## src/sv/rrps_pkg.sv

```systemverilog
package rrps_pkg;

    localparam int PROC_W = 3;
    localparam int CNT_W = 4;
    localparam int MAX_PROCS_DEF = 8;

    localparam int QDEPTH = 8;
    localparam int QPTR_W = $clog2(QDEPTH);
    localparam int QFILL_W = $clog2(QDEPTH + 1);

    localparam logic [1:0] CMD_TICK = 2'd0;
    localparam logic [1:0] CMD_DISK_DONE = 2'd1;
    localparam logic [1:0] CMD_SYSCALL = 2'd2;
    localparam logic [1:0] CMD_TERMINATE = 2'd3;

    localparam logic [1:0] ST_READY = 2'd0;
    localparam logic [1:0] ST_RUNNING = 2'd1;
    localparam logic [1:0] ST_BLOCKED = 2'd2;
    localparam logic [1:0] ST_TERMINATED = 2'd3;

    localparam logic REG_SCHED_ENABLE = 1'b0;
    localparam logic REG_PROCESS_COUNT = 1'b1;

    localparam logic RESET_SCHED_ENABLE = 1'b1;
    localparam logic [CNT_W-1:0] RESET_PROCESS_COUNT = 4'd3;

    typedef struct packed {
        logic [1:0] command;
        logic [PROC_W-1:0] process_id;
    } in_item_t;

    typedef struct packed {
        logic [PROC_W-1:0] running_process;
        logic step_grant;
        logic preempted_valid;
        logic [PROC_W-1:0] preempted_process;
        logic dispatched_valid;
        logic io_start_valid;
        logic [PROC_W-1:0] io_start_process;
        logic released_valid;
        logic [PROC_W-1:0] released_process;
        logic queue_overflow;
        logic all_terminated;
    } out_item_t;

    typedef struct packed {
        logic sched_enable;
        logic [CNT_W-1:0] process_count;
    } cfg_t;

    typedef struct packed {
        logic push;
        logic pop;
    } dq_ctrl_t;

    typedef struct packed {
        logic empty;
        logic full;
    } dq_stat_t;

endpackage

```

## src/sv/rrps_apb.sv

```systemverilog
module rrps_apb
    import rrps_pkg::*;
(
    input  logic        clk,
    input  logic        rst_n,
    input  logic        psel,
    input  logic        penable,
    input  logic        pwrite,
    input  logic [2:0]  paddr,
    input  logic [31:0] pwdata,
    output logic [31:0] prdata,
    output logic        pready,
    output cfg_t        cfg
);

    logic             sched_enable_reg;
    logic             sched_enable_next;
    logic [CNT_W-1:0] process_count_reg;
    logic [CNT_W-1:0] process_count_next;
    logic             wr_en;

    assign wr_en = psel && penable && pwrite;
    assign pready = 1'b1;

    always_comb
    begin
        sched_enable_next = sched_enable_reg;
        process_count_next = process_count_reg;
        if (wr_en)
        begin
            unique case (paddr[2])
                REG_SCHED_ENABLE:  sched_enable_next = pwdata[0];
                REG_PROCESS_COUNT: process_count_next = pwdata[CNT_W-1:0];
                default:           sched_enable_next = sched_enable_reg;
            endcase
        end
    end

    always_ff @(posedge clk or negedge rst_n)
    begin
        if (!rst_n)
        begin
            sched_enable_reg <= RESET_SCHED_ENABLE;
            process_count_reg <= RESET_PROCESS_COUNT;
        end
        else
        begin
            sched_enable_reg <= sched_enable_next;
            process_count_reg <= process_count_next;
        end
    end

    always_comb
    begin
        unique case (paddr[2])
            REG_SCHED_ENABLE:  prdata = {31'd0, sched_enable_reg};
            REG_PROCESS_COUNT: prdata = {{(32 - CNT_W){1'b0}}, process_count_reg};
            default:           prdata = '0;
        endcase
    end

    assign cfg.sched_enable = sched_enable_reg;
    assign cfg.process_count = process_count_reg;

endmodule

```

## src/sv/rrps_dq.sv

```systemverilog
module rrps_dq
    import rrps_pkg::*;
#(
    parameter int IW = 3
)
(
    input  logic          clk,
    input  logic          rst_n,
    input  dq_ctrl_t      ctrl,
    input  logic [IW-1:0] push_data,
    output logic [IW-1:0] head_data,
    output dq_stat_t      stat
);

    logic [IW-1:0]      q_mem [QDEPTH];
    logic [IW-1:0]      head_data_reg;
    logic [QPTR_W-1:0]  head_reg;
    logic [QPTR_W-1:0]  head_next;
    logic [QPTR_W-1:0]  tail_reg;
    logic [QPTR_W-1:0]  tail_next;
    logic [QFILL_W-1:0] fill_reg;
    logic [QFILL_W-1:0] fill_next;
    logic               do_push;
    logic               do_pop;

    assign stat.empty = (fill_reg == '0);
    assign stat.full = (fill_reg == QFILL_W'(QDEPTH));
    assign do_push = ctrl.push && !stat.full;
    assign do_pop = ctrl.pop && !stat.empty;
    assign head_data = head_data_reg;

    always_comb
    begin
        head_next = head_reg;
        tail_next = tail_reg;
        fill_next = fill_reg;
        if (do_push)
        begin
            tail_next = tail_reg + QPTR_W'(1);
            fill_next = fill_reg + QFILL_W'(1);
        end
        else if (do_pop)
        begin
            head_next = head_reg + QPTR_W'(1);
            fill_next = fill_reg - QFILL_W'(1);
        end
    end

    // The head entry is kept in a register; a push into an empty queue goes
    // straight to it.
    always_ff @(posedge clk)
    begin
        if (do_push)
        begin
            q_mem[tail_reg] <= push_data;
        end
        if (do_push && (tail_reg == head_next))
        begin
            head_data_reg <= push_data;
        end
        else
        begin
            head_data_reg <= q_mem[head_next];
        end
    end

    always_ff @(posedge clk or negedge rst_n)
    begin
        if (!rst_n)
        begin
            head_reg <= '0;
            tail_reg <= '0;
            fill_reg <= '0;
        end
        else
        begin
            head_reg <= head_next;
            tail_reg <= tail_next;
            fill_reg <= fill_next;
        end
    end

endmodule

```

## src/sv/rrps_core.sv

```systemverilog
module rrps_core
    import rrps_pkg::*;
#(
    parameter int MAX_PROCS = MAX_PROCS_DEF,
    parameter int IW = $clog2(MAX_PROCS)
)
(
    input  logic          clk,
    input  logic          rst_n,
    input  cfg_t          cfg,
    input  logic          in_valid,
    output logic          in_ready,
    input  in_item_t      in_item,
    output logic          out_valid,
    input  logic          out_ready,
    output out_item_t     out_item,
    output dq_ctrl_t      dq_ctrl,
    output logic [IW-1:0] dq_push_data,
    input  logic [IW-1:0] dq_head,
    input  dq_stat_t      dq_stat
);

    localparam int CW = $clog2(MAX_PROCS + 1);

    localparam logic [3:0] S_IDLE = 4'd0;
    localparam logic [3:0] S_EXEC = 4'd1;
    localparam logic [3:0] S_MOD = 4'd2;
    localparam logic [3:0] S_SCAN = 4'd3;
    localparam logic [3:0] S_COMMIT = 4'd4;
    localparam logic [3:0] S_DISPATCH = 4'd5;
    localparam logic [3:0] S_ALL_START = 4'd6;
    localparam logic [3:0] S_ALL_CHK = 4'd7;
    localparam logic [3:0] S_DONE = 4'd8;

    logic [1:0]  st_mem [MAX_PROCS];
    logic [MAX_PROCS-1:0] st_vld_reg;
    logic [1:0]  rd_data_reg;
    logic        wr_en;
    logic [IW-1:0] wr_addr;
    logic [1:0]  wr_data;
    logic [IW-1:0] rd_addr;

    logic [3:0]  state_reg, state_next;
    logic [1:0]  cmd_reg, cmd_next;
    logic [PROC_W-1:0] pid_reg, pid_next;
    logic [CW-1:0] n_reg, n_next;
    logic [IW-1:0] cur_reg, cur_next;
    logic [CW-1:0] t_reg, t_next;
    logic [CW-1:0] k_reg, k_next;
    logic [1:0]  cur_st_reg, cur_st_next;
    logic [1:0]  cand_st_reg, cand_st_next;
    logic        grant_reg, grant_next;
    logic        pre_reg, pre_next;
    logic [IW-1:0] pre_id_reg, pre_id_next;
    logic        disp_reg, disp_next;
    logic        io_reg, io_next;
    logic [IW-1:0] io_id_reg, io_id_next;
    logic        rel_reg, rel_next;
    logic [IW-1:0] rel_id_reg, rel_id_next;
    logic        ovf_reg, ovf_next;
    logic        all_reg, all_next;
    logic        out_valid_reg, out_valid_next;
    out_item_t   out_item_reg, out_item_next;

    logic [CW-1:0] n_eff;
    logic [CW-1:0] t_inc;
    logic [CW-1:0] t_wrap;
    logic [1:0]    cs_after;
    logic          slot_free;

    always_comb
    begin
        if (cfg.process_count == '0)
        begin
            n_eff = CW'(1);
        end
        else if (32'(cfg.process_count) > 32'(MAX_PROCS))
        begin
            n_eff = CW'(MAX_PROCS);
        end
        else
        begin
            n_eff = CW'(cfg.process_count);
        end
    end

    always_ff @(posedge clk)
    begin
        if (wr_en)
        begin
            st_mem[wr_addr] <= wr_data;
        end
        if (st_vld_reg[rd_addr])
        begin
            rd_data_reg <= st_mem[rd_addr];
        end
        else
        begin
            rd_data_reg <= (rd_addr == '0) ? ST_RUNNING : ST_READY;
        end
    end

    always_ff @(posedge clk or negedge rst_n)
    begin
        if (!rst_n)
        begin
            st_vld_reg <= '0;
        end
        else if (wr_en)
        begin
            st_vld_reg[wr_addr] <= 1'b1;
        end
    end

    assign t_inc = t_reg + CW'(1);
    assign t_wrap = (t_inc == n_reg) ? '0 : t_inc;
    assign cs_after = (dq_head == cur_reg) ? ST_READY : rd_data_reg;
    assign slot_free = !out_valid_reg || out_ready;
    assign in_ready = (state_reg == S_IDLE);
    assign dq_push_data = cur_reg;

    always_comb
    begin
        state_next = state_reg;
        cmd_next = cmd_reg;
        pid_next = pid_reg;
        n_next = n_reg;
        cur_next = cur_reg;
        t_next = t_reg;
        k_next = k_reg;
        cur_st_next = cur_st_reg;
        cand_st_next = cand_st_reg;
        grant_next = grant_reg;
        pre_next = pre_reg;
        pre_id_next = pre_id_reg;
        disp_next = disp_reg;
        io_next = io_reg;
        io_id_next = io_id_reg;
        rel_next = rel_reg;
        rel_id_next = rel_id_reg;
        ovf_next = ovf_reg;
        all_next = all_reg;
        out_valid_next = out_valid_reg && !out_ready;
        out_item_next = out_item_reg;
        wr_en = 1'b0;
        wr_addr = cur_reg;
        wr_data = ST_READY;
        rd_addr = cur_reg;
        dq_ctrl = '0;

        unique case (state_reg)
            S_IDLE:
            begin
                if (in_valid)
                begin
                    cmd_next = in_item.command;
                    pid_next = in_item.process_id;
                    n_next = n_eff;
                    grant_next = 1'b0;
                    pre_next = 1'b0;
                    pre_id_next = '0;
                    disp_next = 1'b0;
                    io_next = 1'b0;
                    io_id_next = '0;
                    rel_next = 1'b0;
                    rel_id_next = '0;
                    ovf_next = 1'b0;
                    state_next = S_EXEC;
                end
            end

            S_EXEC:
            begin
                state_next = S_ALL_START;
                t_next = CW'(cur_reg) + CW'(1);
                unique case (cmd_reg)
                    CMD_TICK:
                    begin
                        if (cfg.sched_enable)
                        begin
                            grant_next = (rd_data_reg == ST_RUNNING);
                            cur_st_next = rd_data_reg;
                            state_next = S_MOD;
                        end
                    end
                    CMD_DISK_DONE:
                    begin
                        if (!dq_stat.empty)
                        begin
                            dq_ctrl.pop = 1'b1;
                            wr_en = 1'b1;
                            wr_addr = dq_head;
                            wr_data = ST_READY;
                            rel_next = 1'b1;
                            rel_id_next = dq_head;
                            if (cs_after != ST_RUNNING)
                            begin
                                cur_st_next = cs_after;
                                state_next = S_MOD;
                            end
                        end
                    end
                    CMD_SYSCALL:
                    begin
                        if (rd_data_reg == ST_RUNNING)
                        begin
                            wr_en = 1'b1;
                            wr_addr = cur_reg;
                            wr_data = ST_BLOCKED;
                            dq_ctrl.push = !dq_stat.full;
                            ovf_next = dq_stat.full;
                            io_next = 1'b1;
                            io_id_next = cur_reg;
                        end
                    end
                    CMD_TERMINATE:
                    begin
                        if (32'(pid_reg) < 32'(MAX_PROCS))
                        begin
                            wr_en = 1'b1;
                            wr_addr = IW'(pid_reg);
                            wr_data = ST_TERMINATED;
                        end
                    end
                    default:
                    begin
                        state_next = S_ALL_START;
                    end
                endcase
            end

            S_MOD:
            begin
                if (t_reg >= n_reg)
                begin
                    t_next = t_reg - n_reg;
                end
                else
                begin
                    rd_addr = IW'(t_reg);
                    k_next = CW'(1);
                    state_next = S_SCAN;
                end
            end

            S_SCAN:
            begin
                if (rd_data_reg == ST_READY || rd_data_reg == ST_RUNNING)
                begin
                    cand_st_next = rd_data_reg;
                    state_next = S_COMMIT;
                end
                else if (k_reg == n_reg)
                begin
                    state_next = S_ALL_START;
                end
                else
                begin
                    k_next = k_reg + CW'(1);
                    t_next = t_wrap;
                    rd_addr = IW'(t_wrap);
                end
            end

            S_COMMIT:
            begin
                if (t_reg != CW'(cur_reg))
                begin
                    if (cur_st_reg == ST_RUNNING)
                    begin
                        wr_en = 1'b1;
                        wr_addr = cur_reg;
                        wr_data = ST_READY;
                        pre_next = 1'b1;
                        pre_id_next = cur_reg;
                    end
                    state_next = S_DISPATCH;
                end
                else
                begin
                    if (cand_st_reg == ST_READY)
                    begin
                        wr_en = 1'b1;
                        wr_addr = cur_reg;
                        wr_data = ST_RUNNING;
                        disp_next = 1'b1;
                    end
                    state_next = S_ALL_START;
                end
            end

            S_DISPATCH:
            begin
                wr_en = 1'b1;
                wr_addr = IW'(t_reg);
                wr_data = ST_RUNNING;
                cur_next = IW'(t_reg);
                disp_next = 1'b1;
                state_next = S_ALL_START;
            end

            S_ALL_START:
            begin
                rd_addr = '0;
                k_next = '0;
                all_next = 1'b1;
                state_next = S_ALL_CHK;
            end

            S_ALL_CHK:
            begin
                if (rd_data_reg != ST_TERMINATED)
                begin
                    all_next = 1'b0;
                end
                if (k_reg + CW'(1) == n_reg)
                begin
                    state_next = S_DONE;
                end
                else
                begin
                    k_next = k_reg + CW'(1);
                    rd_addr = IW'(k_reg + CW'(1));
                end
            end

            S_DONE:
            begin
                if (slot_free)
                begin
                    out_valid_next = 1'b1;
                    out_item_next.running_process = PROC_W'(cur_reg);
                    out_item_next.step_grant = grant_reg;
                    out_item_next.preempted_valid = pre_reg;
                    out_item_next.preempted_process = PROC_W'(pre_id_reg);
                    out_item_next.dispatched_valid = disp_reg;
                    out_item_next.io_start_valid = io_reg;
                    out_item_next.io_start_process = PROC_W'(io_id_reg);
                    out_item_next.released_valid = rel_reg;
                    out_item_next.released_process = PROC_W'(rel_id_reg);
                    out_item_next.queue_overflow = ovf_reg;
                    out_item_next.all_terminated = all_reg;
                    state_next = S_IDLE;
                end
            end

            default:
            begin
                state_next = S_IDLE;
            end
        endcase
    end

    always_ff @(posedge clk or negedge rst_n)
    begin
        if (!rst_n)
        begin
            state_reg <= S_IDLE;
            cur_reg <= '0;
            out_valid_reg <= 1'b0;
        end
        else
        begin
            state_reg <= state_next;
            cur_reg <= cur_next;
            out_valid_reg <= out_valid_next;
        end
    end

    always_ff @(posedge clk)
    begin
        cmd_reg <= cmd_next;
        pid_reg <= pid_next;
        n_reg <= n_next;
        t_reg <= t_next;
        k_reg <= k_next;
        cur_st_reg <= cur_st_next;
        cand_st_reg <= cand_st_next;
        grant_reg <= grant_next;
        pre_reg <= pre_next;
        pre_id_reg <= pre_id_next;
        disp_reg <= disp_next;
        io_reg <= io_next;
        io_id_reg <= io_id_next;
        rel_reg <= rel_next;
        rel_id_reg <= rel_id_next;
        ovf_reg <= ovf_next;
        all_reg <= all_next;
        out_item_reg <= out_item_next;
    end

    assign out_valid = out_valid_reg;
    assign out_item = out_item_reg;

endmodule

```

## src/sv/round_robin_process_scheduler_unit.sv

```systemverilog
// Channel    Direction  Handshake                     Payload
// config     in/out     psel, penable, pwrite, pready  paddr, pwdata, prdata
// event      in         in_valid, in_ready            in_item (in_item_t)
// result     out        out_valid, out_ready          out_item (out_item_t)
//
// The block walks the process state memory, one entry per cycle through its single read
// port, over up to n entries (n the effective process count) to pick the next process
// and to check whether all processes are terminated; a count lowered below the running
// index adds subtraction steps in the wrap step.
// Reset is asynchronous and needs no clearing pass; the block is ready at once.
// A result waits in the output register while the next event is taken.
module round_robin_process_scheduler_unit
    import rrps_pkg::*;
#(
    parameter int MAX_PROCS = MAX_PROCS_DEF
)
(
    input  logic        clk,
    input  logic        rst_n,
    input  logic        psel,
    input  logic        penable,
    input  logic        pwrite,
    input  logic [2:0]  paddr,
    input  logic [31:0] pwdata,
    output logic [31:0] prdata,
    output logic        pready,
    input  logic        in_valid,
    output logic        in_ready,
    input  in_item_t    in_item,
    output logic        out_valid,
    input  logic        out_ready,
    output out_item_t   out_item
);

    localparam int IW = $clog2(MAX_PROCS);

    cfg_t          cfg;
    dq_ctrl_t      dq_ctrl;
    dq_stat_t      dq_stat;
    logic [IW-1:0] dq_push_data;
    logic [IW-1:0] dq_head;

    rrps_apb u_apb (
        .clk     (clk),
        .rst_n   (rst_n),
        .psel    (psel),
        .penable (penable),
        .pwrite  (pwrite),
        .paddr   (paddr),
        .pwdata  (pwdata),
        .prdata  (prdata),
        .pready  (pready),
        .cfg     (cfg)
    );

    rrps_dq #(
        .IW (IW)
    ) u_dq (
        .clk       (clk),
        .rst_n     (rst_n),
        .ctrl      (dq_ctrl),
        .push_data (dq_push_data),
        .head_data (dq_head),
        .stat      (dq_stat)
    );

    rrps_core #(
        .MAX_PROCS (MAX_PROCS),
        .IW        (IW)
    ) u_core (
        .clk          (clk),
        .rst_n        (rst_n),
        .cfg          (cfg),
        .in_valid     (in_valid),
        .in_ready     (in_ready),
        .in_item      (in_item),
        .out_valid    (out_valid),
        .out_ready    (out_ready),
        .out_item     (out_item),
        .dq_ctrl      (dq_ctrl),
        .dq_push_data (dq_push_data),
        .dq_head      (dq_head),
        .dq_stat      (dq_stat)
    );

endmodule

```

## config.mk

```make
export PLATFORM = sky130hd
export DESIGN_NAME = round_robin_process_scheduler_unit
export DESIGN_NICKNAME = d
export VERILOG_FILES = /design/src/sv/rrps_pkg.sv /design/src/sv/rrps_apb.sv /design/src/sv/rrps_dq.sv /design/src/sv/rrps_core.sv /design/src/sv/round_robin_process_scheduler_unit.sv
export SDC_FILE = /design/constraint.sdc
export NUM_CORES = 1
export LEC_CHECK = 0
export ABC_AREA = 1
export BUFFER_PORTS_ARGS = -buffer_cell sky130_fd_sc_hd__buf_4
export CORE_ASPECT_RATIO = 0.5
export CORE_UTILIZATION = 30
export CTS_CLUSTER_DIAMETER = 60
export DETAILED_ROUTE_END_ITERATION = 7
export HOLD_SLACK_MARGIN = 0.06
export MAX_ROUTING_LAYER = met4
export PLACE_DENSITY_LB_ADDON = 0.25
export SKIP_LAST_GASP = 1
export SLEW_MARGIN = 20
export SYNTH_ARGS = -nofsm -noshare
export SYNTH_HDL_FRONTEND = slang
export SYNTH_HIERARCHICAL = 1
export SYNTH_SLANG_ARGS = --single-unit
```

## constraint.sdc

```tcl
create_clock -name clk -period 2.4 [get_ports clk]
set_clock_uncertainty 0.15 [all_clocks]
set_input_delay 0.24 -clock clk [delete_from_list [all_inputs] [get_ports clk]]
set_output_delay 0.24 -clock clk [all_outputs]
set_load 0.03 [all_outputs]
```

======== Yosys cells after proc, flatten, opt, wreduce, memory -nomap -nowiden ========
Memories as Yosys holds them, arrays and structs flattened. A register that Yosys moved wholly into a read port is not among the register bits.
Index checks and enable logic that the tools add are counted.
word-level totals
  register bits after elaboration ......... 89
  RAM bits ................................ 40
  word-level logic and storage cells ...... 243
  memories kept ........................... 2
memories
  name           words  width  rd ports  clocked after memory_dff  wr ports  line             RTL
  u_dq.q_mem     8      3      1         1                         1         rrps_dq.sv:15    logic [IW-1:0] q_mem [QDEPTH];
  u_core.st_mem  8      2      1         0                         1         rrps_core.sv:35  logic [1:0] st_mem [MAX_PROCS];
operators by class
  add/sub/neg operators ................... 8
  magnitude comparators ................... 5
  eq/ne operators ......................... 44
  muxes and demuxes ....................... 100
  bitwise logic cells ..................... 2
  reductions and logical operators ........ 43
operators with widths
  cell                   count
  $mux W4                18
  $pmux W32 S2           1
  $mux W3                16
  $pmux W4 S9            1
  $mux W1                32
  $pmux W3 S2            5
  $ne A2 B2 Y1 const B   14
  $reduce_and A4 Y1      6
  $ne A2 B1 Y1 const B   10
  $mux W2                9
  $eq A4 B3 Y1 const B   4
  $pmux W4 S4            1
  $reduce_and A5 Y1      3
  $add A4 B1 Y4 const B  3
  $eq A4 B4 Y1           3
  $logic_not A4 Y1       3
  $pmux W1 S2            6
  $pmux W3 S4            1
  $pmux W4 S3            1
  $reduce_and A2 Y1      6
  $reduce_bool A2 Y1     5
  $pmux W1 S3            3
  $eq A4 B2 Y1 const B   2
  $eq A4 B4 Y1 const B   2
  other kinds (29)       47

======== Depth between registers and ports, before layout ========
Gate-level depths: netlist of run 1.
  word-level depth ........................ 9
  gate-level depth with buffers ........... 22

======== Hierarchy ========
The synthesis of run 1 kept the hierarchy.
by module, submodules not included
  module     instances  cells each  area each (sq um)  sequential area each (sq um)
  rrps_core  1          512         4,648.2            2,602.5
  rrps_dq    1          157         1,621.6            1,031.0
  rrps_apb   1          68          509.2              128.9

======== Worst setup path after synthesis of run 1 ========
OpenSTA, ideal clock, no wires.
  path type ............................... register -> register
  start ................................... register u_core.state_reg[1]
  end ..................................... register u_core.pre_id_reg[0], enable pin
  library setup time ...................... 304 ps
  data arrival time ....................... 2,130 ps
  data required time ...................... 1,946 ps
  slack ................................... -184 ps
  cell stages (with the launch flop) ...... 11
  path buffers ............................ 1
  cells stage by stage .................... dfrtp_1 > buf_4 > nor2_1 > inv_2 > nor2_1 > inv_1 > nor2_1 > inv_1 > o21ai_0 > nand2_1 > inv_1
between the ends
  longest elaborated chain between the ends .. 3
  elaborated cells between the ends (all ways) .. 7
ends and longest elaborated chain
  what                                                                        line                                      RTL
  start: declaration                                                          rrps_core.sv:43                           logic [3:0] state_reg, state_next;
  start signal: assignment                                                    rrps_core.sv:364                          state_reg <= state_next;
  $logic_not A4 Y1 *                                                          -
  named net in_ready                                                          round_robin_process_scheduler_unit.sv:28  output logic in_ready,
  $ne A2 B2 Y1 (no source line) / $reduce_bool A2 Y1 (equally long branches)  -
  $reduce_and A4 Y1 (no source line) *                                        -
  end signal: assignment                                                      rrps_core.sv:381                          pre_id_reg <= pre_id_next;
  end: declaration                                                            rrps_core.sv:54                           logic [IW-1:0] pre_id_reg, pre_id_next;
The timed path passes the listed nets; every way through them passes the cells marked *.
A chain may end at the register's enable or synchronous reset.

======== Worst setup path after layout of run 1 ========
  start ................................... register u_core.n_reg[0]
  end ..................................... register u_core.rd_data_reg[0]
between the ends
  longest elaborated chain between the ends .. 8
  elaborated cells between the ends (all ways) .. 16
ends and longest elaborated chain
  what                                                    line                              RTL
  start: declaration                                      rrps_core.sv:46                   logic [CW-1:0] n_reg, n_next;
  start signal: assignment                                rrps_core.sv:374                  n_reg <= n_next;
  $eq A4 B4 Y1                                            rrps_core.sv:116                  assign t_wrap = (t_inc == n_reg) ? '0 : t_inc;
  $mux W4                                                 rrps_core.sv:116
  $mux W3                                                 rrps_core.sv:253                  else if (k_reg == n_reg)
  $mux W3                                                 rrps_core.sv:248                  if (rd_data_reg == ST_READY || rd_data_reg == ST_RUNNING)
  $pmux W3 S4 *                                           rrps_core.sv:151                  unique case (state_reg)
  $bmux W1 S3 / $logic_not A3 Y1 (equally long branches)  rrps_core.sv:93, rrps_core.sv:99
  $mux W1, on equally long branches                       rrps_core.sv:93, rrps_core.sv:99
  $mux W2 *                                               rrps_core.sv:93                   if (st_vld_reg[rd_addr])
  end signal: assignment                                  rrps_core.sv:95                   rd_data_reg <= st_mem[rd_addr];
  end signal: assignment                                  rrps_core.sv:99                   rd_data_reg <= (rd_addr == '0) ? ST_RUNNING : ST_READY;
  end: declaration                                        rrps_core.sv:37                   logic [1:0] rd_data_reg;
Every way passes the cells marked *; elsewhere a longest branch is shown, timed or not. The select of a mux whose other input is x is not followed.

==> results of run 1 <==
-- cell type report --
| cell class | count | area share |
|---|---|---|
| Sequential cell | 132 | 0.404 |
| Multi-Input combinational cell | 493 | 0.297 |
| Inverter | 99 | 0.0401 |
| Clock buffer | 20 | 0.0489 |
| Tap cell | 300 | 0.0402 |
| Antenna cell | 1 | 0.000268 |
| Clock inverter | 12 | 0.0165 |
| Timing Repair Buffer | 179 | 0.153 |
-- power by group --
group          total, mW  switching (mW)  internal (mW)  leakage (nW)
clock network       2.68           0.992           1.69         0.294
logic               6.18            3.54           2.64          2.54
registers           3.44           0.300           3.14          1.30
-- worst max path at each step --
| stage | to | from |
|---|---|---|
| 3_5_place_dp | u_core/rd_data_reg[0]$_DFF_P_ | u_core/t_reg[0]$_DFFE_PP_ |
| 4_1_cts | u_core/rd_data_reg[0]$_DFF_P_ | u_core/t_reg[0]$_DFFE_PP_ |
| 5_1_grt | u_core/rd_data_reg[0]$_DFF_P_ | u_core/t_reg[0]$_DFFE_PP_ |
| 3_3_place_gp | u_core/st_mem[2][0]$_DFFE_PP_ | flip-flop |
| 6_report | u_core/rd_data_reg[0]$_DFF_P_ | u_core/n_reg[0]$_SDFFCE_PP1P_ |
| 2_1_floorplan | u_core/rd_data_reg[0]$_DFF_P_ | u_core/t_reg[0]$_DFFE_PP_ |
-- logic make-up (layout without fill, tap and decap cells) --
logic type | Yosys count | count (layout) | share of synthesized area
adder cells (fa/ha/maj) | 13 | 13 | 0.0262
AO/OA/AOI/OAI | 65 | 65 | 0.0594
XOR/XNOR | 11 | 11 | 0.0142
other | 2 | 30 | 0.00111
buffers and inverters | 140 | 310 | 0.0976
AND/OR/NAND/NOR | 374 | 375 | 0.246
flip-flops | 132 | 132 | 0.555
-- stage by stage --
stage	setup TNS [ps]	hold WS, ps
3_3_place_gp	-2250	74.4
6_report	-124	123
2_1_floorplan	0	-206
5_1_grt	-1360	170
3_5_place_dp	-2210	74.4
4_1_cts	-144	126
-- synth_stat cells, types with 5 or more instances --
cell,number
nand4_1,10
nand2_1,183
buf_4,33
or2_1,8
inv_2,20
nand3b_1,6
dfxtp_1,5
nand2_2,9
nor2_1,84
dfrtp_1,28
o21ai_0,32
ha_1,11
nor2_2,9
xor2_1,6
a21oi_1,10
xnor2_1,5
inv_1,78
edfxtp_1,96
nand3_1,48
-- per-layer routing --
layer | GRT usage | wire length, µm | up-vias
met5 | - | 0 | -
met1 | 0.187 | 7800 | 2535
met2 | 0.254 | 7980 | 95
met4 | 0.0510 | 164 | 0
li1 | - | - | 2731
met3 | 0.0349 | 617 | 12
-- critical path, cell delays in order, from the launching register on --
cell and delay [ps]:
edfxtp_1 460, ha_4 200, fa_2 350, nor2_2 120, nor2_2 60, nand4_1 90
nand2_1 70, inv_1 70, nand2_1 50, inv_2 60, nand3_4 120, buf_6 170
nand3_2 60, nand3_2 60, nand3b_1 110, nand2_1 70, nand2_1 70, nand2_1 40
-- repair_timing --
| action | 4_1_cts | 5_1_grt |
|---|---|---|
| gates cloned | 1 | 1 |
| setup buffers | 6 | 5 |
| endpoints found under the setup margin | 40 | 54 |
| hold endpoints to repair | 43 | 0 |
| pin swaps | 34 | 32 |
| hold buffers | 22 | 0 |
| resized for setup | 49 | 54 |
==> impl_metrics.xml, run 1 <==
<?xml version="1.0" encoding="UTF-8"?>
<metrics>
  <group name="critical_path">
    <metric name="critical_path_endpoint_category" unit="">flip-flop</metric>
    <metric name="path_max_fanout" unit="">6</metric>
    <metric name="r2r_setup_slack" unit="ps">-70</metric>
    <metric name="worst_r2r_endpoint" unit="">u_core/rd_data_reg[0]$_DFF_P_</metric>
    <metric name="worst_ep_arrival_time" unit="ps">2650</metric>
    <metric name="element_type_at_the_critical_path_start" unit="">flip-flop</metric>
    <metric name="cp.required" unit="ps">2580</metric>
    <metric name="setup.worst_path.class" unit="">flip-flop to flip-flop</metric>
    <metric name="reg2reg_from" unit="">u_core/n_reg[0]$_SDFFCE_PP1P_</metric>
    <metric name="worstRegToRegCells" unit="">17</metric>
  </group>
  <group name="sta">
    <metric name="rsz_0062_raised_after_global_routing" unit="">yes</metric>
    <metric name="finalSetupViolations" unit="">2</metric>
    <metric name="post-route-period-util" unit="">1.03</metric>
    <metric name="hold_viol" unit="">0</metric>
    <metric name="final_max_slew_viol_count" unit="">0</metric>
    <metric name="fin_ws" unit="ps">-69.6</metric>
    <metric name="period_minus_slack" unit="ps">2470</metric>
    <metric name="max-slew-margin-rel" unit="">0.581</metric>
    <metric name="worstMarginPinSlew" unit="ps">622</metric>
    <metric name="timing.fmax" unit="GHz">0.405</metric>
  </group>
  <group name="synthesis">
    <metric name="netlist_area" unit="µm²">6780</metric>
    <metric name="netlist.top_cell.by_area" unit="">edfxtp_1</metric>
    <metric name="ys_seq_elements" unit="">132</metric>
    <metric name="synthDominantCellAreaShare" unit="">0.425</metric>
    <metric name="ys_seq_area_frac" unit="">0.555</metric>
    <metric name="synth_area_per_cell" unit="µm²">9.20</metric>
    <metric name="synth_cell_types" unit="">46</metric>
    <metric name="number_of_synthesized_flops_with_an_enable_pin" unit="">96</metric>
    <metric name="syn_inst" unit="">737</metric>
    <metric name="synth_top_cells_by_area" unit="">edfxtp_1 (43%), dfrtp_1 (10%), nand2_1 (10%)</metric>
    <metric name="dominantRegCellSynth" unit="">edfxtp_1</metric>
    <metric name="ys_warn_count" unit="">6</metric>
    <metric name="synth_async_sr_flop_share" unit="">0.235</metric>
  </group>
  <group name="clock_tree">
    <metric name="bufs_on_longest_clock_path" unit="">2</metric>
    <metric name="cts_max_level" unit="">4</metric>
    <metric name="cts_tree" unit="">built</metric>
    <metric name="tritoncts_num_sinks" unit="">132</metric>
    <metric name="total_cts_buffers" unit="">17</metric>
    <metric name="root_buffer" unit="">clkbuf_16</metric>
    <metric name="clk_pin_slew" unit="ps">60</metric>
    <metric name="worst_skew_pair.late_latency" unit="ps">430</metric>
  </group>
  <group name="layout">
    <metric name="combined_flip_flop_and_latch_cell_area" unit="µm²">3770</metric>
    <metric name="nets" unit="">982</metric>
    <metric name="multi_input_logic_area" unit="µm²">2770</metric>
    <metric name="final_layout_size_suffix_gt1_frac" unit="">0.333</metric>
    <metric name="finish.cell_count_without_fillers" unit="">1236</metric>
    <metric name="stdcell_area" unit="µm²">9330</metric>
    <metric name="fin_util" unit="">0.426</metric>
    <metric name="layout.cells.most_common" unit="">nand2_1</metric>
    <metric name="largest_register_ffs" unit="">24</metric>
    <metric name="layout_common_cells" unit="">nand2_1 (170), buf_4 (149), edfxtp_1 (96), inv_1 (72), nor2_1 (60)</metric>
    <metric name="fill_cells" unit="">2093</metric>
    <metric name="area_added_between_synthesis_and_finish" unit="%">37.7</metric>
  </group>
  <group name="routing">
    <metric name="ant_nets" unit="">0</metric>
    <metric name="first_iter_violations" unit="">329</metric>
    <metric name="ratio_of_routed_vias_to_standard_cells" unit="">4.35</metric>
    <metric name="post_drt_wl_per_cell" unit="µm">13.4</metric>
    <metric name="routed_wirelength" unit="µm">16600</metric>
    <metric name="pre_repair_dr_iteration_count" unit="">4</metric>
    <metric name="remaining_design_rule_violation_count" unit="">0</metric>
    <metric name="routed-via-count" unit="">5373</metric>
  </group>
  <group name="status">
    <metric name="violations" unit="">negative setup slack</metric>
    <metric name="status" unit="">complete, but fails checks</metric>
  </group>
  <group name="global_routing">
    <metric name="gr-usage-all-layers" unit="">0.153</metric>
    <metric name="via_count_of_the_first_global_routing_pass" unit="">5271</metric>
    <metric name="grt-ovfl-total" unit="">0</metric>
    <metric name="grt_start_max_net_pins" unit="">32</metric>
    <metric name="grt_pass1_wl" unit="µm">26500</metric>
    <metric name="grt_antenna_before_repair" unit="">1</metric>
  </group>
  <group name="placed_design">
    <metric name="placement.setup.worst_slack" unit="ps">-124</metric>
    <metric name="dpl.hpwl" unit="µm">12200</metric>
    <metric name="final_wtd_congestion" unit="">0.905</metric>
    <metric name="buffer_ports.inserted" unit="">41</metric>
    <metric name="dpl-instance-area" unit="µm²">8060</metric>
    <metric name="place.detailed.instances" unit="">1168</metric>
  </group>
  <group name="hold_path">
    <metric name="endpoint_worst_hold" unit="">u_core/state_reg[1]$_DFFE_PN0P_</metric>
    <metric name="kind_of_path_behind_the_tightest_hold_check" unit="">primary input to flip-flop</metric>
    <metric name="min_path_cells" unit="">4</metric>
    <metric name="min-delay-start" unit="">in_valid</metric>
  </group>
  <group name="die">
    <metric name="start_util" unit="">0.309</metric>
    <metric name="floorplan.io_pins" unit="">101</metric>
    <metric name="core_area" unit="µm²">21900</metric>
    <metric name="die_span_y" unit="µm">108</metric>
    <metric name="chipWidth" unit="µm">215</metric>
    <metric name="die_area" unit="µm²">23200</metric>
    <metric name="rows" unit="">38</metric>
  </group>
  <group name="power_and_ir_drop">
    <metric name="powerDensity" unit="nW/µm²">1320</metric>
    <metric name="power" unit="mW">12.3</metric>
    <metric name="leakage" unit="nW">4.13</metric>
    <metric name="vdd_ir_drop_max" unit="µV">610</metric>
  </group>
  <group name="flow_run">
    <metric name="max_cap_violations" unit="">0</metric>
  </group>
</metrics>
(Power assumes the default switching activity.)
==> run 2, diff against run 1 <==
--- a/config.mk
+++ b/config.mk
@@ -5,9 +5,8 @@
 export SDC_FILE = /design/constraint.sdc
 export NUM_CORES = 1
 export LEC_CHECK = 0
-export ABC_AREA = 1
 export BUFFER_PORTS_ARGS = -buffer_cell sky130_fd_sc_hd__buf_4
-export CORE_ASPECT_RATIO = 0.5
+export CORE_MARGIN = 2
 export CORE_UTILIZATION = 30
 export CTS_CLUSTER_DIAMETER = 60
 export DETAILED_ROUTE_END_ITERATION = 7
==> run 2 against run 1 <==
  * Critical endpoint unchanged
  * Area after synthesis decreased by 3.6%
  * Die area decreased by 1.1%
  * Global-route usage increased by 0.57 points
  * Count of clock-buffer cells in the layout decreased by 2
  * Routed wire length increased by 3.6%
  * Register-to-register slack got worse by 580 ps
  * Fmax decreased by 19%
  * Critical path depth decreased by 5
  * The flow still finishes with violations (negative setup slack)
  * Final cell count decreased by 17%
  * Utilization increased by 3.1 points
==> impl_metrics.xml, run 2 <==
<?xml version="1.0" encoding="UTF-8"?>
<metrics>
  <group name="status">
    <metric name="status" unit="">complete, but fails checks</metric>
    <metric name="violations" unit="">negative setup slack</metric>
  </group>
  <group name="synthesis">
    <metric name="netlist_area" unit="µm²">6540</metric>
    <metric name="ys_seq_area_frac" unit="">0.576</metric>
    <metric name="number_of_synthesized_flops_with_an_enable_pin" unit="">96</metric>
    <metric name="netlist_top_cells_count" unit="">edfxtp_1 (96), nor2_1 (32), buf_4 (31), nand2_1 (29), dfrtp_1 (28)</metric>
    <metric name="synth_top_cells_by_area" unit="">edfxtp_1 (44%), dfrtp_1 (11%), buf_4 (3.6%)</metric>
    <metric name="ys_warn_count" unit="">6</metric>
    <metric name="ys_seq_elements" unit="">132</metric>
    <metric name="synth_area_per_cell" unit="µm²">12.6</metric>
    <metric name="netlist.top_cell.by_area" unit="">edfxtp_1</metric>
    <metric name="syn_inst" unit="">518</metric>
    <metric name="synthDominantCellAreaShare" unit="">0.441</metric>
    <metric name="dominantRegCellSynth" unit="">edfxtp_1</metric>
    <metric name="synth_async_sr_flop_share" unit="">0.235</metric>
    <metric name="most_used_standard_cell_by_instance_count_after_synthesis" unit="">edfxtp_1</metric>
    <metric name="synth_cell_types" unit="">85</metric>
  </group>
  <group name="layout">
    <metric name="finish.cell_count_without_fillers" unit="">1022</metric>
    <metric name="layout_common_cells" unit="">buf_4 (171), edfxtp_1 (96), conb_1 (29), dfrtp_1 (28), buf_6 (24)</metric>
    <metric name="area_added_between_synthesis_and_finish" unit="%">50.9</metric>
    <metric name="combined_flip_flop_and_latch_cell_area" unit="µm²">3770</metric>
    <metric name="stdcell_area" unit="µm²">9870</metric>
    <metric name="final_layout_size_suffix_gt1_frac" unit="">0.500</metric>
    <metric name="largest_register_ffs" unit="">24</metric>
    <metric name="nets" unit="">791</metric>
    <metric name="antennaDiodeCount" unit="">0</metric>
    <metric name="multi_input_logic_area" unit="µm²">3270</metric>
    <metric name="layout.cells.most_common" unit="">buf_4</metric>
    <metric name="fill_cells" unit="">1956</metric>
  </group>
  <group name="global_routing">
    <metric name="grt_antenna_before_repair" unit="">0</metric>
    <metric name="via_count_of_the_first_global_routing_pass" unit="">4893</metric>
    <metric name="grt_pass1_wl" unit="µm">26500</metric>
    <metric name="grt_start_max_net_pins" unit="">32</metric>
    <metric name="grt-ovfl-total" unit="">0</metric>
    <metric name="gr-usage-all-layers" unit="">0.159</metric>
  </group>
  <group name="power_and_ir_drop">
    <metric name="vdd_ir_drop_max" unit="µV">578</metric>
    <metric name="powerDensity" unit="nW/µm²">1310</metric>
    <metric name="leakage" unit="nW">3.91</metric>
  </group>
  <group name="placed_design">
    <metric name="buffer_ports.inserted" unit="">41</metric>
    <metric name="dpl-instance-area" unit="µm²">8140</metric>
    <metric name="place.detailed.instances" unit="">950</metric>
    <metric name="final_wtd_congestion" unit="">0.887</metric>
    <metric name="dpl.hpwl" unit="µm">12100</metric>
    <metric name="placement.setup.worst_slack" unit="ps">-803</metric>
  </group>
  <group name="hold_path">
    <metric name="kind_of_path_behind_the_tightest_hold_check" unit="">primary input to flip-flop</metric>
    <metric name="min-delay-start" unit="">pwrite</metric>
    <metric name="endpoint_worst_hold" unit="">u_apb/process_count_reg[0]$_DFFE_PN1P_</metric>
    <metric name="min_path_cells" unit="">3</metric>
  </group>
  <group name="die">
    <metric name="core_area" unit="µm²">21600</metric>
    <metric name="die_area" unit="µm²">23000</metric>
    <metric name="chipWidth" unit="µm">152</metric>
    <metric name="floorplan.io_pins" unit="">101</metric>
    <metric name="start_util" unit="">0.302</metric>
    <metric name="die_span_y" unit="µm">152</metric>
    <metric name="rows" unit="">54</metric>
  </group>
  <group name="routing">
    <metric name="ratio_of_routed_vias_to_standard_cells" unit="">4.60</metric>
    <metric name="post_drt_wl_per_cell" unit="µm">16.8</metric>
    <metric name="remaining_design_rule_violation_count" unit="">0</metric>
    <metric name="pre_repair_dr_iteration_count" unit="">4</metric>
    <metric name="routed_wirelength" unit="µm">17200</metric>
    <metric name="ant_nets" unit="">0</metric>
    <metric name="routed-via-count" unit="">4697</metric>
    <metric name="first_iter_violations" unit="">285</metric>
  </group>
  <group name="clock_tree">
    <metric name="bufs_on_longest_clock_path" unit="">2</metric>
    <metric name="tritoncts_num_sinks" unit="">132</metric>
    <metric name="root_buffer" unit="">clkbuf_16</metric>
    <metric name="cts_tree" unit="">built</metric>
    <metric name="clk_pin_slew" unit="ps">60</metric>
    <metric name="worst_skew_pair.late_latency" unit="ps">430</metric>
    <metric name="cts_max_level" unit="">4</metric>
    <metric name="total_cts_buffers" unit="">17</metric>
  </group>
  <group name="critical_path">
    <metric name="cp.required" unit="ps">2570</metric>
    <metric name="r2r_setup_slack" unit="ps">-650</metric>
    <metric name="crit_path_start" unit="">u_core/t_reg[2]$_DFFE_PP_</metric>
    <metric name="path_max_fanout" unit="">5</metric>
    <metric name="critical_path_endpoint_category" unit="">flip-flop</metric>
    <metric name="element_type_at_the_critical_path_start" unit="">flip-flop</metric>
    <metric name="worstRegToRegCells" unit="">12</metric>
    <metric name="worst_r2r_endpoint" unit="">u_core/rd_data_reg[0]$_DFF_P_</metric>
    <metric name="worst_ep_arrival_time" unit="ps">3220</metric>
    <metric name="setup.worst_path.class" unit="">flip-flop to flip-flop</metric>
    <metric name="reg2reg_from" unit="">u_core/t_reg[2]$_DFFE_PP_</metric>
  </group>
  <group name="sta">
    <metric name="finalSetupViolations" unit="">52</metric>
    <metric name="worstMarginPinSlew" unit="ps">716</metric>
    <metric name="rsz_0062_raised_after_global_routing" unit="">yes</metric>
    <metric name="timing.fmax" unit="GHz">0.328</metric>
    <metric name="fin_ws" unit="ps">-649</metric>
    <metric name="final_max_slew_viol_count" unit="">0</metric>
    <metric name="post-route-period-util" unit="">1.27</metric>
    <metric name="max-slew-margin-rel" unit="">0.520</metric>
    <metric name="period_minus_slack" unit="ps">3050</metric>
    <metric name="hold_viol" unit="">0</metric>
    <metric name="tns" unit="ps">-10540</metric>
  </group>
  <group name="flow_run">
    <metric name="max_cap_violations" unit="">0</metric>
  </group>
</metrics>
-- run 2: metrics by stage --
stage / hold slack (ps) / utilization / power, mW
2_1_floorplan: -206 / - / 6.59
3_3_place_gp: 69.5 / 0.377 / 8.74
3_5_place_dp: 73.0 / 0.377 / 8.81
4_1_cts: 96.8 / 0.439 / 12.4
5_1_grt: 119 / 0.456 / 13.6
6_report: 102 / 0.456 / 12.9
-- run 2: worst max path at each step --
stage,cells after the start,endpoint,slack (ps)
floorplan,15,u_dq/fill_reg[3]$_DFFE_PN0P_,-690
global placement,10,u_core/rd_data_reg[0]$_DFF_P_,-760
detailed placement,10,u_core/rd_data_reg[0]$_DFF_P_,-800
CTS,8,u_core/rd_data_reg[0]$_DFF_P_,-600
global route,8,u_core/rd_data_reg[0]$_DFF_P_,-730
finish,12,u_core/rd_data_reg[0]$_DFF_P_,-650
-- run 2: area by class of cell --
cell class              count  area share
inverters                  23     0.00976
well taps                 280      0.0355
flip-flops and latches    132       0.382
clock buffers              18      0.0435
clock inverters            12      0.0160
repair buffers            214       0.182
multi-input cells         343       0.332
-- run 2: repair_timing --
item                       CTS  global route
resized for setup          109            53
gates cloned                 1             0
pin swaps                   31            35
hold buffers                13             0
setup endpoints to repair   76            93
hold endpoints to repair    43             0
setup buffers               18            21
-- run 2: critical path, stage by stage, from the launching register on --
cell and delay, ps:
edfxtp_1 450, buf_4 170, ha_1 280, o21ai_1 160
a31o_2 190, buf_4 140, nand3_1 170, o311a_4 220
buf_4 160, a21oi_2 140, o32ai_2 100, a211oi_2 300
mux2_4 320
-- run 2: cells by family (layout without fill, tap and decap cells) --
family / count (synthesis) / in the layout / share of synthesized area
AND/OR/NAND/NOR: 160 / 160 / 0.135
flip-flops: 132 / 132 / 0.576
AO/OA/AOI/OAI: 84 / 85 / 0.0991
buffers and inverters: 71 / 267 / 0.0616
XOR/XNOR: 31 / 31 / 0.0471
multiplexers: 25 / 25 / 0.0530
adder cells (fa/ha/maj): 13 / 13 / 0.0272
other: 2 / 29 / 0.00115
-- run 2: report_power, final --
group | switching [mW] | leakage (nW) | internal [mW] | total [mW]
sequential | 0.336 | 1.31 | 3.09 | 3.43
combinational | 3.54 | 2.32 | 3.32 | 6.87
clock | 1.00 | 0.281 | 1.62 | 2.62
-- run 2: layer usage --
layer / vias to the layer above / global-route usage / wire length [µm]
met5: - / - / 0
met4: 0 / 0.0491 / 267
met3: 14 / 0.0287 / 780
met2: 107 / 0.258 / 8350
met1: 2299 / 0.205 / 7760
li1: 2277 / - / -
==> run 3, diff against run 2 <==
--- a/config.mk
+++ b/config.mk
@@ -12,7 +12,6 @@
 export DETAILED_ROUTE_END_ITERATION = 7
 export HOLD_SLACK_MARGIN = 0.06
 export MAX_ROUTING_LAYER = met4
-export PLACE_DENSITY_LB_ADDON = 0.25
 export SKIP_LAST_GASP = 1
 export SLEW_MARGIN = 20
 export SYNTH_ARGS = -nofsm -noshare
==> constraint.sdc (replaced) <==
create_clock -name clk -period 2.4 [get_ports clk]
set_clock_uncertainty 0.15 [all_clocks]
set_input_delay 0.72 -clock clk [delete_from_list [all_inputs] [get_ports clk]]
set_output_delay 0.72 -clock clk [all_outputs]
set_load 0.03 [all_outputs]
==> run 3 against run 2 <==
  * Fmax grew 0.47%
  * Final cell count shrank 2.1%
  * The run still ends with negative setup slack left
  * Routed wire length fell by 4.1%
  * Sequential cell count stayed put
  * Count of clock-buffer cells in the layout is 1 lower
  * Register-to-register slack about the same
  * Sequential share of layout area rose by 0.51 points
  * Global-route usage is 0.74 points lower
  * Sequential power is essentially flat
  * Worst hold slack got worse by 3.9 ps
==> impl_metrics.xml, run 3 (same netlist as run 2, synthesis figures left out) <==
<?xml version="1.0" encoding="UTF-8"?>
<metrics>
  <group name="sta">
    <metric name="max-slew-margin-rel" unit="">0.607</metric>
    <metric name="post-route-period-util" unit="">1.26</metric>
    <metric name="final_max_slew_viol_count" unit="">0</metric>
    <metric name="hold_viol" unit="">0</metric>
    <metric name="rsz_0062_raised_after_global_routing" unit="">yes</metric>
    <metric name="fin_ws" unit="ps">-635</metric>
    <metric name="finalSetupViolations" unit="">69</metric>
    <metric name="timing.fmax" unit="GHz">0.329</metric>
    <metric name="worstMarginPinSlew" unit="ps">590</metric>
    <metric name="period_minus_slack" unit="ps">3040</metric>
  </group>
  <group name="global_routing">
    <metric name="gr-usage-all-layers" unit="">0.152</metric>
    <metric name="grt_start_max_net_pins" unit="">32</metric>
    <metric name="grt-ovfl-total" unit="">0</metric>
    <metric name="grt_pass1_wl" unit="µm">25700</metric>
    <metric name="grt_antenna_before_repair" unit="">0</metric>
    <metric name="via_count_of_the_first_global_routing_pass" unit="">4964</metric>
  </group>
  <group name="power_and_ir_drop">
    <metric name="power" unit="mW">13.0</metric>
    <metric name="leakage" unit="nW">3.83</metric>
    <metric name="powerDensity" unit="nW/µm²">1340</metric>
    <metric name="vdd_ir_drop_max" unit="µV">759</metric>
  </group>
  <group name="placed_design">
    <metric name="final_wtd_congestion" unit="">0.862</metric>
    <metric name="buffer_ports.inserted" unit="">41</metric>
    <metric name="dpl.hpwl" unit="µm">11500</metric>
  </group>
  <group name="routing">
    <metric name="ratio_of_routed_vias_to_standard_cells" unit="">4.78</metric>
    <metric name="wl_met1" unit="µm">7190</metric>
    <metric name="first_iter_violations" unit="">289</metric>
    <metric name="met2WireLength" unit="µm">8310</metric>
    <metric name="routed_wirelength" unit="µm">16400</metric>
    <metric name="routed-via-count" unit="">4788</metric>
    <metric name="remaining_design_rule_violation_count" unit="">0</metric>
    <metric name="routed_wl_met3" unit="µm">687</metric>
    <metric name="topRoutingLayerUsed" unit="">met4</metric>
    <metric name="ant_nets" unit="">0</metric>
    <metric name="pre_repair_dr_iteration_count" unit="">5</metric>
    <metric name="post_drt_wl_per_cell" unit="µm">16.4</metric>
  </group>
  <group name="clock_tree">
    <metric name="worst_skew_pair.late_latency" unit="ps">420</metric>
    <metric name="total_cts_buffers" unit="">17</metric>
    <metric name="cts_max_level" unit="">4</metric>
    <metric name="postCtsHoldBufs" unit="">0</metric>
    <metric name="tritoncts_num_sinks" unit="">132</metric>
    <metric name="root_buffer" unit="">clkbuf_16</metric>
    <metric name="clk_pin_slew" unit="ps">60</metric>
    <metric name="cts_tree" unit="">built</metric>
    <metric name="bufs_on_longest_clock_path" unit="">2</metric>
  </group>
  <group name="die">
    <metric name="core_area" unit="µm²">21600</metric>
    <metric name="die_area" unit="µm²">23000</metric>
    <metric name="rows" unit="">54</metric>
    <metric name="chipWidth" unit="µm">152</metric>
    <metric name="start_util" unit="">0.302</metric>
    <metric name="floorplan.io_pins" unit="">101</metric>
    <metric name="die_span_y" unit="µm">152</metric>
  </group>
  <group name="layout">
    <metric name="area_added_between_synthesis_and_finish" unit="%">49.0</metric>
    <metric name="nets" unit="">768</metric>
    <metric name="layout_common_cells" unit="">buf_4 (158), edfxtp_1 (96), buf_6 (30), conb_1 (29), dfrtp_1 (27)</metric>
    <metric name="final_layout_size_suffix_gt1_frac" unit="">0.524</metric>
    <metric name="antennaDiodeCount" unit="">0</metric>
    <metric name="layout.cells.most_common" unit="">buf_4</metric>
    <metric name="largest_register_ffs" unit="">24</metric>
    <metric name="fill_cells" unit="">1932</metric>
    <metric name="fin_util" unit="">0.451</metric>
  </group>
  <group name="critical_path">
    <metric name="element_type_at_the_critical_path_start" unit="">flip-flop</metric>
    <metric name="path_buf_inv" unit="">2</metric>
    <metric name="r2r_setup_slack" unit="ps">-640</metric>
    <metric name="cp_slowest_stage_delay" unit="ps">450</metric>
    <metric name="path_max_fanout" unit="">5</metric>
    <metric name="worst_ep_arrival_time" unit="ps">3190</metric>
    <metric name="worst_path_max_delay_cell" unit="">edfxtp_1</metric>
    <metric name="path_cells" unit="">inv_2 -&gt; ha_4 -&gt; fa_2 -&gt; a31o_4 -&gt; a21o_1 -&gt; a31o_4 -&gt; buf_6 -&gt; and3_4 -&gt; o32ai_2 -&gt; a211oi_2 -&gt; mux2_4</metric>
    <metric name="crit_path_frequent_cell" unit="">a31o_4</metric>
    <metric name="setup.worst_path.class" unit="">flip-flop to flip-flop</metric>
    <metric name="cp.required" unit="ps">2560</metric>
    <metric name="critical_path_endpoint_category" unit="">flip-flop</metric>
    <metric name="worst_path_dominant_cell_family" unit="">compound AO/OA/AOI/OAI gates</metric>
  </group>
  <group name="flow_run">
    <metric name="max_cap_violations" unit="">0</metric>
  </group>
  <group name="status">
    <metric name="status" unit="">complete, but fails checks</metric>
    <metric name="violations" unit="">negative setup slack</metric>
  </group>
  <group name="hold_path">
    <metric name="kind_of_path_behind_the_tightest_hold_check" unit="">primary input to async pin</metric>
  </group>
</metrics>
[run 3: cell types whose count changed in the layout (fill, tap and decap cells not counted), moves of 4 or more]
cell           before  now
buf_6              24   30
nand3_1             9    4
dlygate4sd3_1      13    0
nand3_2             1    7
inv_8               1    5
buf_4             171  158
[run 3: final timing paths]
kind | start | endpoint | depth (start not counted)
max reg2reg | u_core/t_reg[0]$_DFFE_PP_ | u_core/rd_data_reg[0]$_DFF_P_ | 11
min reg2reg | u_core/io_id_reg[0]$_SDFFCE_PN0P_ | u_core/out_item[6]$_DFFE_PP_ | 0
min | rst_n | u_core/st_vld_reg[5]$_DFFE_PN0P_ | 1
min in group clk | u_core/io_id_reg[0]$_SDFFCE_PN0P_ | u_core/out_item[6]$_DFFE_PP_ | 0
max | u_core/t_reg[0]$_DFFE_PP_ | u_core/rd_data_reg[0]$_DFF_P_ | 11
max in group asynchronous | rst_n | u_core/state_reg[0]$_DFFE_PN0P_ | 1
[run 3: through the flow]
stage                     TNS (ps)  area [µm²]  hold WS (ps)  instances  worst slack (ps)
final                       -15140        9740          98.6       1001              -635
after global routing        -21540        9740           112       1001              -667
after CTS                   -15450        9400           102        999              -592
after detailed placement    -21730        8040           255        935              -685
after global placement      -18580        8040           256        935              -718
after floorplan             -26850        6820           250        545              -688
[run 3: layer usage]
| metal | up-vias | global-route usage |
|---|---|---|
| li1 | 2239 | - |
| met1 | 2399 | 0.184 |
| met2 | 126 | 0.250 |
| met3 | 24 | 0.0344 |
| met4 | 0 | 0.0546 |
| met5 | - | - |
[run 3: timing repair]
| action | CTS | global route |
|---|---|---|
| endpoints found under the hold margin | 0 | 0 |
| endpoints found under the setup margin | 76 | 93 |
| pin swaps | 46 | 49 |
| resized for setup | 108 | 77 |
| setup buffers | 36 | 18 |
| cloned | 1 | 1 |
[run 3: power by group]
| group | switching (mW) | internal (mW) |
|---|---|---|
| Combinational | 3.60 | 3.38 |
| Sequential | 0.365 | 3.09 |
| Clock | 1.10 | 1.48 |
| Total | 5.06 | 7.95 |
[run 3: layout make-up]
class / instances / area (µm²) / area share
multi-input combinational: 343 / 3360 / 0.345
timing repair buffer: 191 / 1580 / 0.162
sequential: 132 / 3770 / 0.387
clock buffer: 17 / 425 / 0.0437
clock inverter: 15 / 165 / 0.0170
inverter: 23 / 91.3 / 0.00938
tap: 280 / 350 / 0.0360
